## config.mk

```make
export PLATFORM = sky130hd
export DESIGN_NAME = per_port_event_window_unit_flat
export DESIGN_NICKNAME = d
export VERILOG_FILES = /design/src/design/evw_pkg.sv /design/src/design/evw_in_if.sv /design/src/design/evw_out_if.sv /design/src/design/evw_ram.sv /design/src/design/per_port_event_window_unit.sv /design/src/flat_wrapper.sv
export SDC_FILE = /design/constraint.sdc
export NUM_CORES = 1
export LEC_CHECK = 0
export ABC_AREA = 0
export BUFFER_PORTS_ARGS = -buffer_cell sky130_fd_sc_hd__buf_4
export CORE_AREA = 2 2 331 333
export CTS_CLUSTER_SIZE = 40
export DETAILED_ROUTE_END_ITERATION = 8
export DIE_AREA = 0 0 333 335
export SYNTH_ARGS = -nofsm -noshare
export SYNTH_HDL_FRONTEND = slang
export SYNTH_SLANG_ARGS = --single-unit
```

## constraint.sdc

```tcl
create_clock -name clk -period 7.14 [get_ports clk]
set_input_delay 1.428 -clock clk [delete_from_list [all_inputs] [get_ports clk]]
set_output_delay 1.428 -clock clk [all_outputs]
set_load 0.1 [all_outputs]
```

## src/design/evw_pkg.sv

```systemverilog
// Package: sizes, types and ring arithmetic for the per-port event window.
package evw_pkg;

  // Block sizing
  localparam int PORTS        = 2;
  localparam int WINDOW_DEPTH = 16;
  localparam int EVENT_BITS   = 32;

  // Fixed field widths
  localparam int WORD_W   = 32;
  localparam int HCOUNT_W = 5;
  localparam int HSLOT_W  = 4;

  // Derived widths
  localparam int PORT_W  = (PORTS > 1) ? $clog2(PORTS) : 1;
  localparam int SLOT_W  = $clog2(WINDOW_DEPTH);
  localparam int COUNT_W = $clog2(WINDOW_DEPTH + 1);
  localparam int ENTRIES = PORTS * WINDOW_DEPTH;
  localparam int ADDR_W  = $clog2(ENTRIES);

  // Request codes
  localparam logic REQ_APPEND  = 1'b0;
  localparam logic REQ_PUBLISH = 1'b1;

  // Publish sequencer states
  typedef enum logic [1:0] {
    S_IDLE,
    S_READ,
    S_LOAD
  } pub_state_t;

  // Ring position: base plus offset, wrapped at the window depth
  function automatic logic [SLOT_W-1:0] ring_add(input logic [SLOT_W-1:0] base,
                                                 input logic [SLOT_W-1:0] offs);
    logic [SLOT_W:0] sum;
    sum = {1'b0, base} + {1'b0, offs};
    if (sum >= (SLOT_W+1)'(WINDOW_DEPTH)) begin
      sum = sum - (SLOT_W+1)'(WINDOW_DEPTH);
    end
    return sum[SLOT_W-1:0];
  endfunction

endpackage

```

## src/design/evw_in_if.sv

```systemverilog
// Request channel: valid/ready handshake with append and publish payload.
interface evw_in_if;
  import evw_pkg::*;

  logic              valid;
  logic              ready;
  logic              req_type;
  logic              port;
  logic [WORD_W-1:0] event_word;

  modport source (output valid, output req_type, output port, output event_word,
                  input ready);
  modport sink   (input valid, input req_type, input port, input event_word,
                  output ready);
endinterface

```

## src/design/evw_out_if.sv

```systemverilog
// Result channel: valid/ready handshake with one published window slot.
interface evw_out_if;
  import evw_pkg::*;

  logic                valid;
  logic                ready;
  logic                out_port;
  logic [HCOUNT_W-1:0] held_count;
  logic [WORD_W-1:0]   running_total;
  logic [HSLOT_W-1:0]  slot_index;
  logic [WORD_W-1:0]   held_event;
  logic                event_valid;
  logic                last_result;

  modport source (output valid, output out_port, output held_count,
                  output running_total, output slot_index, output held_event,
                  output event_valid, output last_result, input ready);
  modport sink   (input valid, input out_port, input held_count,
                  input running_total, input slot_index, input held_event,
                  input event_valid, input last_result, output ready);
endinterface

```

## src/design/evw_ram.sv

```systemverilog
// Simple dual-port RAM: one write port, one registered read port.
module evw_ram #(
  parameter int DEPTH = 32,
  parameter int WIDTH = 32
) (
  input  logic                     clk,
  input  logic                     we,
  input  logic [$clog2(DEPTH)-1:0] waddr,
  input  logic [WIDTH-1:0]         wdata,
  input  logic                     re,
  input  logic [$clog2(DEPTH)-1:0] raddr,
  output logic [WIDTH-1:0]         rdata
);

  logic [WIDTH-1:0] mem [DEPTH];

  // Write port
  always_ff @(posedge clk) begin
    if (we) begin
      mem[waddr] <= wdata;
    end
  end

  // Read port, data held until the next read
  always_ff @(posedge clk) begin
    if (re) begin
      rdata <= mem[raddr];
    end
  end

endmodule

```

## src/design/per_port_event_window_unit.sv

```systemverilog
// Per-port drop-oldest event window with running totals and publish streaming.
// Append: one append per cycle while no publish is running.
// Publish: each result takes a RAM read state, then an output load state that waits
//   while a result is still held and not taken; no request is taken until the walk ends.
// Reset (synchronous, rst high) clears pointers, fill counts and totals at once;
//   the event RAM is not cleared, as only data of filled slots is ever output.
module per_port_event_window_unit (
  input  logic clk,
  input  logic rst,
  evw_in_if.sink    req,
  evw_out_if.source res
);
  import evw_pkg::*;

  // Per-port window metadata
  logic [SLOT_W-1:0]  oldest [PORTS];
  logic [COUNT_W-1:0] fill   [PORTS];
  logic [WORD_W-1:0]  total  [PORTS];

  pub_state_t         state, state_next;
  logic [PORT_W-1:0]  pub_port;
  logic [SLOT_W-1:0]  pub_slot;

  logic                   ram_we, ram_re;
  logic [ADDR_W-1:0]      ram_waddr, ram_raddr;
  logic [EVENT_BITS-1:0]  ram_wdata, ram_rdata;

  logic                   take, do_append, do_publish, out_load;
  logic                   port_ok;
  logic [PORT_W-1:0]      app_port;
  logic [SLOT_W-1:0]      app_pos;
  logic                   app_full;
  logic [COUNT_W-1:0]     cur_cnt;
  logic                   cur_empty, slot_last, port_last, run_last;

  evw_ram #(.DEPTH(ENTRIES), .WIDTH(EVENT_BITS)) u_ram (
    .clk   (clk),
    .we    (ram_we),
    .waddr (ram_waddr),
    .wdata (ram_wdata),
    .re    (ram_re),
    .raddr (ram_raddr),
    .rdata (ram_rdata)
  );

  // Request decode; nothing is taken while in reset
  assign req.ready  = (state == S_IDLE) && !rst;
  assign take       = req.valid && req.ready;
  assign port_ok    = (32'(req.port) < 32'(PORTS));
  assign app_port   = PORT_W'(req.port);
  assign do_append  = take && (req.req_type == REQ_APPEND) && port_ok;
  assign do_publish = take && (req.req_type == REQ_PUBLISH);

  // Append slot: oldest slot when full, else first free slot
  assign app_full = (fill[app_port] >= COUNT_W'(WINDOW_DEPTH));
  assign app_pos  = app_full ? oldest[app_port]
                             : ring_add(oldest[app_port], SLOT_W'(fill[app_port]));

  // Publish position bookkeeping
  assign cur_cnt   = fill[pub_port];
  assign cur_empty = (cur_cnt == '0);
  assign slot_last = cur_empty || (pub_slot == SLOT_W'(cur_cnt - 1'b1));
  assign port_last = (pub_port == PORT_W'(PORTS - 1));
  assign run_last  = slot_last && port_last;
  assign out_load  = (state == S_LOAD) && (!res.valid || res.ready);

  // RAM port control
  always_comb begin
    ram_we    = do_append;
    ram_waddr = ADDR_W'(app_port) * ADDR_W'(WINDOW_DEPTH) + ADDR_W'(app_pos);
    ram_wdata = EVENT_BITS'(req.event_word);
    ram_re    = (state == S_READ);
    ram_raddr = ADDR_W'(pub_port) * ADDR_W'(WINDOW_DEPTH)
              + ADDR_W'(ring_add(oldest[pub_port], pub_slot));
  end

  // Next state
  always_comb begin
    state_next = state;
    unique case (state)
      S_IDLE: if (do_publish) state_next = S_READ;
      S_READ: state_next = S_LOAD;
      S_LOAD: if (out_load) state_next = run_last ? S_IDLE : S_READ;
      default: state_next = S_IDLE;
    endcase
  end

  always_ff @(posedge clk) begin
    if (rst) begin
      state <= S_IDLE;
    end else begin
      state <= state_next;
    end
  end

  // Metadata update on append
  always_ff @(posedge clk) begin
    if (rst) begin
      for (int i = 0; i < PORTS; i++) begin
        oldest[i] <= '0;
        fill[i]   <= '0;
        total[i]  <= '0;
      end
    end else if (do_append) begin
      total[app_port] <= total[app_port] + 1'b1;
      if (app_full) begin
        oldest[app_port] <= ring_add(oldest[app_port], SLOT_W'(1));
      end else begin
        fill[app_port] <= fill[app_port] + 1'b1;
      end
    end
  end

  // Publish walk: slot within port, then next port
  always_ff @(posedge clk) begin
    if (rst) begin
      pub_port <= '0;
      pub_slot <= '0;
    end else if (do_publish) begin
      pub_port <= '0;
      pub_slot <= '0;
    end else if (out_load) begin
      if (slot_last) begin
        pub_slot <= '0;
        pub_port <= port_last ? '0 : pub_port + 1'b1;
      end else begin
        pub_slot <= pub_slot + 1'b1;
      end
    end
  end

  // Output register
  always_ff @(posedge clk) begin
    if (rst) begin
      res.valid <= 1'b0;
    end else if (out_load) begin
      res.valid <= 1'b1;
    end else if (res.ready) begin
      res.valid <= 1'b0;
    end
  end

  always_ff @(posedge clk) begin
    if (out_load) begin
      res.out_port      <= 1'(pub_port);
      res.held_count    <= HCOUNT_W'(cur_cnt);
      res.running_total <= total[pub_port];
      res.slot_index    <= HSLOT_W'(pub_slot);
      res.held_event    <= cur_empty ? '0 : WORD_W'(ram_rdata);
      res.event_valid   <= !cur_empty;
      res.last_result   <= run_last;
    end
  end

endmodule

```

## src/flat_wrapper.sv

```systemverilog
// flat-port wrapper written by rule: the top's interface ports become plain ports
module per_port_event_window_unit_flat import evw_pkg::*;
  (clk, rst, req_valid, req_req_type, req_port, req_event_word, req_ready, res_valid, res_out_port, res_held_count, res_running_total, res_slot_index, res_held_event, res_event_valid, res_last_result, res_ready);
  evw_in_if req_i ();
  evw_out_if res_i ();
  input  logic clk;
  input  logic rst;
  input wire logic [$bits(req_i.valid)-1:0] req_valid;
  input wire logic [$bits(req_i.req_type)-1:0] req_req_type;
  input wire logic [$bits(req_i.port)-1:0] req_port;
  input wire logic [$bits(req_i.event_word)-1:0] req_event_word;
  output wire logic [$bits(req_i.ready)-1:0] req_ready;
  output wire logic [$bits(res_i.valid)-1:0] res_valid;
  output wire logic [$bits(res_i.out_port)-1:0] res_out_port;
  output wire logic [$bits(res_i.held_count)-1:0] res_held_count;
  output wire logic [$bits(res_i.running_total)-1:0] res_running_total;
  output wire logic [$bits(res_i.slot_index)-1:0] res_slot_index;
  output wire logic [$bits(res_i.held_event)-1:0] res_held_event;
  output wire logic [$bits(res_i.event_valid)-1:0] res_event_valid;
  output wire logic [$bits(res_i.last_result)-1:0] res_last_result;
  input wire logic [$bits(res_i.ready)-1:0] res_ready;
  assign req_i.valid = req_valid;
  assign req_i.req_type = req_req_type;
  assign req_i.port = req_port;
  assign req_i.event_word = req_event_word;
  assign req_ready = req_i.ready;
  assign res_valid = res_i.valid;
  assign res_out_port = res_i.out_port;
  assign res_held_count = res_i.held_count;
  assign res_running_total = res_i.running_total;
  assign res_slot_index = res_i.slot_index;
  assign res_held_event = res_i.held_event;
  assign res_event_valid = res_i.event_valid;
  assign res_last_result = res_i.last_result;
  assign res_i.ready = res_ready;
  per_port_event_window_unit u_core (.clk(clk), .rst(rst), .req(req_i), .res(res_i));
endmodule
```

==> results of run 1 <==
==> layer usage <==
layer  track usage  vias up  share of wire
li1              -     9420              -
met1         0.288    12140           0.43
met2         0.336      777           0.50
met3        0.0293      161          0.058
met4        0.0472        4          0.020
met5             0        -        0.00024
==> power breakdown <==
group | internal [mW] | total, mW | switching [mW]
clock | 3.67 | 6.35 | 2.68
combinational | 0.349 | 0.925 | 0.576
sequential | 7.97 | 8.00 | 0.0358
total | 12.0 | 15.3 | 3.29
==> critical path: stages <==
cell	delay, ns
buf_4	0.19
mux2_2	0.41
ha_1	0.23
fa_1	0.51
mux2_2	0.28
o21ai_0	0.34
nand2_1	0.12
or3_1	0.77
nor2_4	0.77
buf_4	0.33
==> worst max path at each step <==
stage / from / end / slack (ns) / cells after the start
detailed placement: req_port / u_core.u_ram.mem[4][31]$_DFFE_PP_ / 1.45 / 10
CTS: req_port / u_core.u_ram.mem[1][5]$_DFFE_PP_ / 2.20 / 10
global placement: req_port / u_core.u_ram.mem[4][0]$_DFFE_PP_ / 1.46 / 10
floorplan: rst / u_core.u_ram.mem[21][0]$_DFFE_PP_ / 0.67 / 7
global route: req_port / u_core.u_ram.mem[1][5]$_DFFE_PP_ / 1.96 / 10
finish: req_port / u_core.u_ram.mem[1][4]$_DFFE_PP_ / 2.12 / 10
==> cell type report <==
cell class	count	area, sq um	area share
flip-flops and latches	1223	36600	0.665
multi-input cells	824	11300	0.205
clock buffers	152	3200	0.0580
well taps	1414	1770	0.0321
repair buffers	179	1410	0.0255
clock inverters	74	764	0.0139
inverters	16	60.1	0.00109
diodes	3	7.51	0.000136
==> stage by stage <==
step / hold WS [ns] / power, mW / cells / cell area (sq um) / utilization
2_1_floorplan: 0.406 / 8.71 / 2169 / 48200 / -
3_3_place_gp: 0.504 / 9.09 / 3656 / 51200 / 0.473
3_5_place_dp: 0.505 / 9.10 / 3656 / 51200 / 0.473
4_1_cts: 0.514 / 15.4 / 3882 / 55100 / 0.510
5_1_grt: 0.541 / 15.7 / 3882 / 55100 / 0.510
6_report: 0.515 / 15.3 / 3885 / 55100 / 0.510
==> synth_stat cells (all sizes together), types with 23 or more instances <==
master	n
edfxtp	1214
xnor2	44
mux2i	25
nand3	23
mux4	320
nor2	110
clkbuf	53
and2	38
buf	53
mux2	78
nor3	23
nand2	41
==> sequential cells by signal, indices dropped and copies added, names as in the netlist, named ones only <==
name                      count
u_core.fill                  10
u_core.oldest                 8
u_core.port_last              1
u_core.pub_slot               4
u_core.res.event_valid        1
u_core.res.held_count         5
u_core.res.held_event        32
u_core.res.last_result        1
u_core.res.out_port           1
u_core.res.running_total     32
u_core.res.slot_index         4
u_core.res.valid              1
u_core.state                  2
u_core.total                 64
u_core.u_ram.mem           1024
u_core.u_ram.rdata           32
==> cell families after synthesis <==
kind of cell	count (synthesis)	synth area share
xor+xnor	61	0.0117
fa+ha+maj	13	0.00369
simple gates	284	0.0321
flops	1223	0.760
compound gates	43	0.00722
buf+inv	122	0.0120
mux	423	0.173
==> flow_summary.json, run 1 <==
{
  "p_leak_nw": 17.4,
  "port_buffers": 115,
  "viasPerCell": 5.79,
  "start_util": 0.446,
  "clock_path_buffers": 3,
  "routed_wl_um": 112000,
  "hold_buffers": 0,
  "rsz0062_at_grt": "no",
  "fp.dieH_um": 335,
  "syn_to_final_growth_pct": 14.4,
  "hp-start": "u_core.u_ram.rdata[2]$_DFFE_PN_",
  "cts_root_buf": "clkbuf_16",
  "worstSkewPairLatency_ns": 0.71,
  "cp_data_required_time_ns": 7.52,
  "route.antenna.remaining_nets": 0,
  "synth_cells": 2169,
  "grt.overflow.total": 0,
  "fin_crit_sh": 0.703,
  "end_kind": "register",
  "hold_path_end": "u_core.res.held_event[2]$_SDFFCE_PN0P_",
  "synth_area_leaders": "edfxtp_1, mux4_2, mux2_2",
  "routedWlPerCell_um": 28.9,
  "min_path_cells": 1,
  "period_needed_ns": 5.02,
  "tightest_slew_ns": 1.24,
  "critical_path_class": "primary input to register",
  "hold_viol": 0,
  "die_w_um": 333,
  "synthArstFlopShare": 0,
  "num_io_pins": 116,
  "syn_nets": 2220,
  "reg2reg_depth": 8,
  "yosysSeqAreaShare": 0.760,
  "grt_pass1_wl_um": 165000,
  "antenna_found_initial": 9,
  "max_slew_margin": 0.169,
  "yosysWarnings": 0,
  "rows": 121,
  "netlist_area_sq_um": 48200,
  "synth_area_per_cell_sq_um": 22.2,
  "post-dp-hpwl_um": 69200,
  "fillCellCount": 8521,
  "drive_gt1_frac": 0.331,
  "maxCapViolCount": 0,
  "cp_max_fo": 23,
  "startpoint_type": "primary input",
  "synth-seq-cells": 1223,
  "r2r_end": "u_core.u_ram.rdata[28]$_DFFE_PN_",
  "grt_max_degree": 76,
  "nets": 2416,
  "ir_drop_mv": 0.226,
  "arrival_ns": 5.40,
  "die_area_sq_um": 112000,
  "path_clk_slew_ns": 0.06,
  "setup_slack_ns": 2.12,
  "core_sq_um": 108000,
  "min_path_type": "register to register",
  "synth_edf_count": 1214,
  "vias": 22502,
  "dr.pass1.iters": 5,
  "postCtsSetupBuffers": 0,
  "gp_congestion": 0.808,
  "preCtsSetupSlack_ns": 1.45,
  "setup_viol": 0,
  "fmax_mhz": 199,
  "remaining_drc_errors": 0,
  "cts_sinks": 1223,
  "post-synth-top-area-cell": "edfxtp_1",
  "synth_cell_types": 55,
  "synth_flop_cell": "edfxtp_1",
  "power_density_nw_per_um2": 277,
  "drt_iter0_drc": 2335,
  "final_cell_mix": "edfxtp_1, mux4_2, buf_4, clkbuf_16",
  "fin_skew_ns": 0.0295,
  "first_global_vias": 23301,
  "numCtsBuffers": 121,
  "synth_top_area_share": 0.757,
  "final_common_cell": "edfxtp_1",
  "status": "finished clean",
  "fin_tns_setup_ns": 0,
  "slew_violations": 0,
  "grt_usage": 0.203,
  "post_cts_resize_count": 0,
  "htreeDepth": 3,
  "cts_tree": "yes",
  "r2r_slack_ns": 2.35
}
Note: power is estimated with default switching activity, not from simulation.
==> run 2: changes to the inputs <==
Settings changed: ABC_AREA 0 to 1, CORE_AREA 2 2 331 333 to 2 2 337 339, DIE_AREA 0 0 333 335 to 0 0 339 341.
Clock period 7.14 ns to 4.5 ns, I/O delays scaled along.
==> run 2 against run 1 <==
First-iteration DRC count up 30%. Worst setup slack worse by 1.3 ns. Cell count up 50%. Register-to-register slack worse by 1.5 ns. Routed wire length up 19%. Largest cell class unchanged. Highest routed layer is now met4.
==> flow_summary.json, run 2 <==
{
  "grt.overflow.total": 0,
  "core_sq_um": 112000,
  "antenna_found_initial": 3,
  "clock_path_buffers": 3,
  "path_clk_slew_ns": 0.06,
  "max_slew_margin": 0.180,
  "maxCapViolCount": 0,
  "status": "finished clean",
  "num_io_pins": 116,
  "port_buffers": 115,
  "yosysSeqAreaShare": 0.734,
  "setup_slack_ns": 0.813,
  "syn_to_final_growth_pct": 14.2,
  "internal_power_mw": 18.7,
  "cts_tree": "yes",
  "worstSkewPairLatency_ns": 0.73,
  "drive_gt1_frac": 0.105,
  "rsz0062_at_grt": "no",
  "yosysWarnings": 0,
  "tightest_slew_ns": 1.23,
  "pwr-share-comb": 0.068,
  "remaining_drc_errors": 0,
  "route.antenna.remaining_nets": 0,
  "drt_iter0_drc": 3043,
  "synth_area_leaders": "edfxtp_1, nor2_1, o21ai_0",
  "die_area_sq_um": 116000,
  "synth_top_area_share": 0.730,
  "fp.dieH_um": 341,
  "stdcell_count": 5826,
  "min_path_type": "primary input to register",
  "hold_viol": 0,
  "fillCellCount": 9477,
  "nets": 4273,
  "preCtsSetupSlack_ns": 0.348,
  "reg_top3": "u_core.u_ram.mem (1024), u_core.total (64)",
  "hold_buffers": 0,
  "synth_edf_count": 1214,
  "first_global_vias": 30737,
  "grt_usage": 0.229,
  "synth_common_cells": "edfxtp_1, nor2_1, o21ai_0",
  "registers.top_by_ff_count": "u_core.u_ram.mem",
  "grt_max_degree": 161,
  "cts_root_buf": "clkbuf_16",
  "startpoint_type": "register",
  "final_cell_mix": "edfxtp_1, nor2_1, o21ai_0, nand2_1, o211ai_1",
  "arrival_ns": 4.14,
  "post-dp-hpwl_um": 75900,
  "cp_data_required_time_ns": 4.96,
  "seq_power_share": 0.522,
  "cp_max_fo": 65,
  "yosysMostFrequentCell": "edfxtp_1",
  "gp_congestion": 0.877,
  "critical_path_class": "register to register",
  "end_kind": "register",
  "synthArstFlopShare": 0,
  "fmax_mhz": 271,
  "dr.pass1.iters": 5,
  "p_switching_mw": 5.55,
  "viasPerCell": 5.50,
  "synth_flop_cell": "edfxtp_1",
  "routed_wl_um": 134000,
  "slew_violations": 0,
  "numCtsBuffers": 121,
  "start_util": 0.446,
  "synth_cell_types": 35,
  "p_sw_frac": 0.229,
  "synth_area_per_cell_sq_um": 12.1,
  "ir_drop_mv": 0.323,
  "p_clk_frac": 0.409,
  "synth_cells": 4119,
  "postCtsSetupBuffers": 0,
  "post_cts_resize_count": 0,
  "die_w_um": 339,
  "vias": 32057,
  "grt_pass1_wl_um": 199000,
  "setup_viol": 0,
  "routedWlPerCell_um": 23.0,
  "syn_nets": 4170,
  "synth-seq-cells": 1223,
  "power_density_nw_per_um2": 425,
  "htreeDepth": 3,
  "cts_sinks": 1223,
  "fin_crit_sh": 0.819,
  "post-synth-top-area-cell": "edfxtp_1",
  "fin_skew_ns": 0.0349,
  "largest_reg_flops": 1024,
  "rows": 123,
  "netlist_area_sq_um": 49900,
  "period_needed_ns": 3.69,
  "p_leak_nw": 19.2,
  "final_common_cell": "edfxtp_1",
  "dp_cells": 5599
}
[run 2: layout make-up]
| type | count | area (sq um) | share of cell area |
|---|---|---|---|
| Clock buffer | 150 | 3180 | 0.0558 |
| Antenna cell | 1 | 2.50 | 0.0000439 |
| Timing Repair Buffer | 224 | 2080 | 0.0365 |
| Clock inverter | 76 | 689 | 0.0121 |
| Tap cell | 1500 | 1880 | 0.0329 |
| Multi-Input combinational cell | 2505 | 12000 | 0.210 |
| Sequential cell | 1223 | 36600 | 0.643 |
| Inverter | 147 | 573 | 0.0100 |
[run 2: kinds of logic (layout without fill, tap and decap cells)]
kind of cell	count (synthesis)	count (layout)	synth area share
and+or+nand+nor	1564	1564	0.122
DFF	1223	1223	0.734
AOI/OAI and AO/OA	903	903	0.104
xor gates and xnor gates	25	25	0.00453
other	0	1	0
adders and majority gates	13	13	0.00356
buffers and inverters	391	597	0.0324
[run 2: worst max-delay path: stages, from the launching register on]
cell and delay, ns:
dfxtp_1 0.55, nand2_1 0.09, o21ai_0 0.15, ha_4 0.17, inv_1 0.06, fa_4 0.99, buf_12 0.28, buf_12 0.30
nor2_1 0.08, o21ai_0 0.08, o211ai_1 0.15, nand2_1 0.11, nand2_1 0.07, nand3_1 0.16, nand2_1 0.10
[run 2: stage by stage]
stage | TNS, ns | area, sq um | util | total power, mW | hold WS, ns
2_1_floorplan | -226.67 | 49900 | - | 13.9 | 0.496
5_1_grt | 0 | 57000 | 0.510 | 25.0 | 0.387
4_1_cts | 0 | 57000 | 0.510 | 24.4 | 0.373
6_report | 0 | 57000 | 0.510 | 24.2 | 0.405
3_3_place_gp | 0 | 53200 | 0.475 | 14.6 | 0.527
3_5_place_dp | 0 | 53200 | 0.475 | 14.6 | 0.540
[run 2: path summary, 6_finish.rpt]
kind                                         start                               endpoint  slack, ns  cells after the start
hold / removal                                 rst           u_core.state[1]$_SDFFE_PP0P_       0.40                      2
hold reg to reg   u_core.total[1][1]$_SDFFCE_PN0P_  u_core.res.running_total[1]$_DFFE_PP_       0.54                      2
setup reg to reg                          register       u_core.u_ram.rdata[17]$_DFFE_PN_       0.81                     14
setup / recovery                          register       u_core.u_ram.rdata[17]$_DFFE_PN_       0.81                     14
[run 2: routing by layer]
metal,share of wire,GRT usage,vias up
met2,0.47,0.372,1127
met3,0.074,0.0447,239
li1,-,-,14871
met4,0.031,0.0781,0
met5,0,0,-
met1,0.42,0.311,15820
[run 2: power by group through the flow]
stage	combinational (mW)	sequential (mW)	clock (mW)
floorplan	0.968	13.0	0
global placement	1.65	12.9	0
detailed placement	1.66	12.9	0
CTS	1.66	12.7	10.1
global route	1.83	12.7	10.5
finish	1.65	12.7	9.92
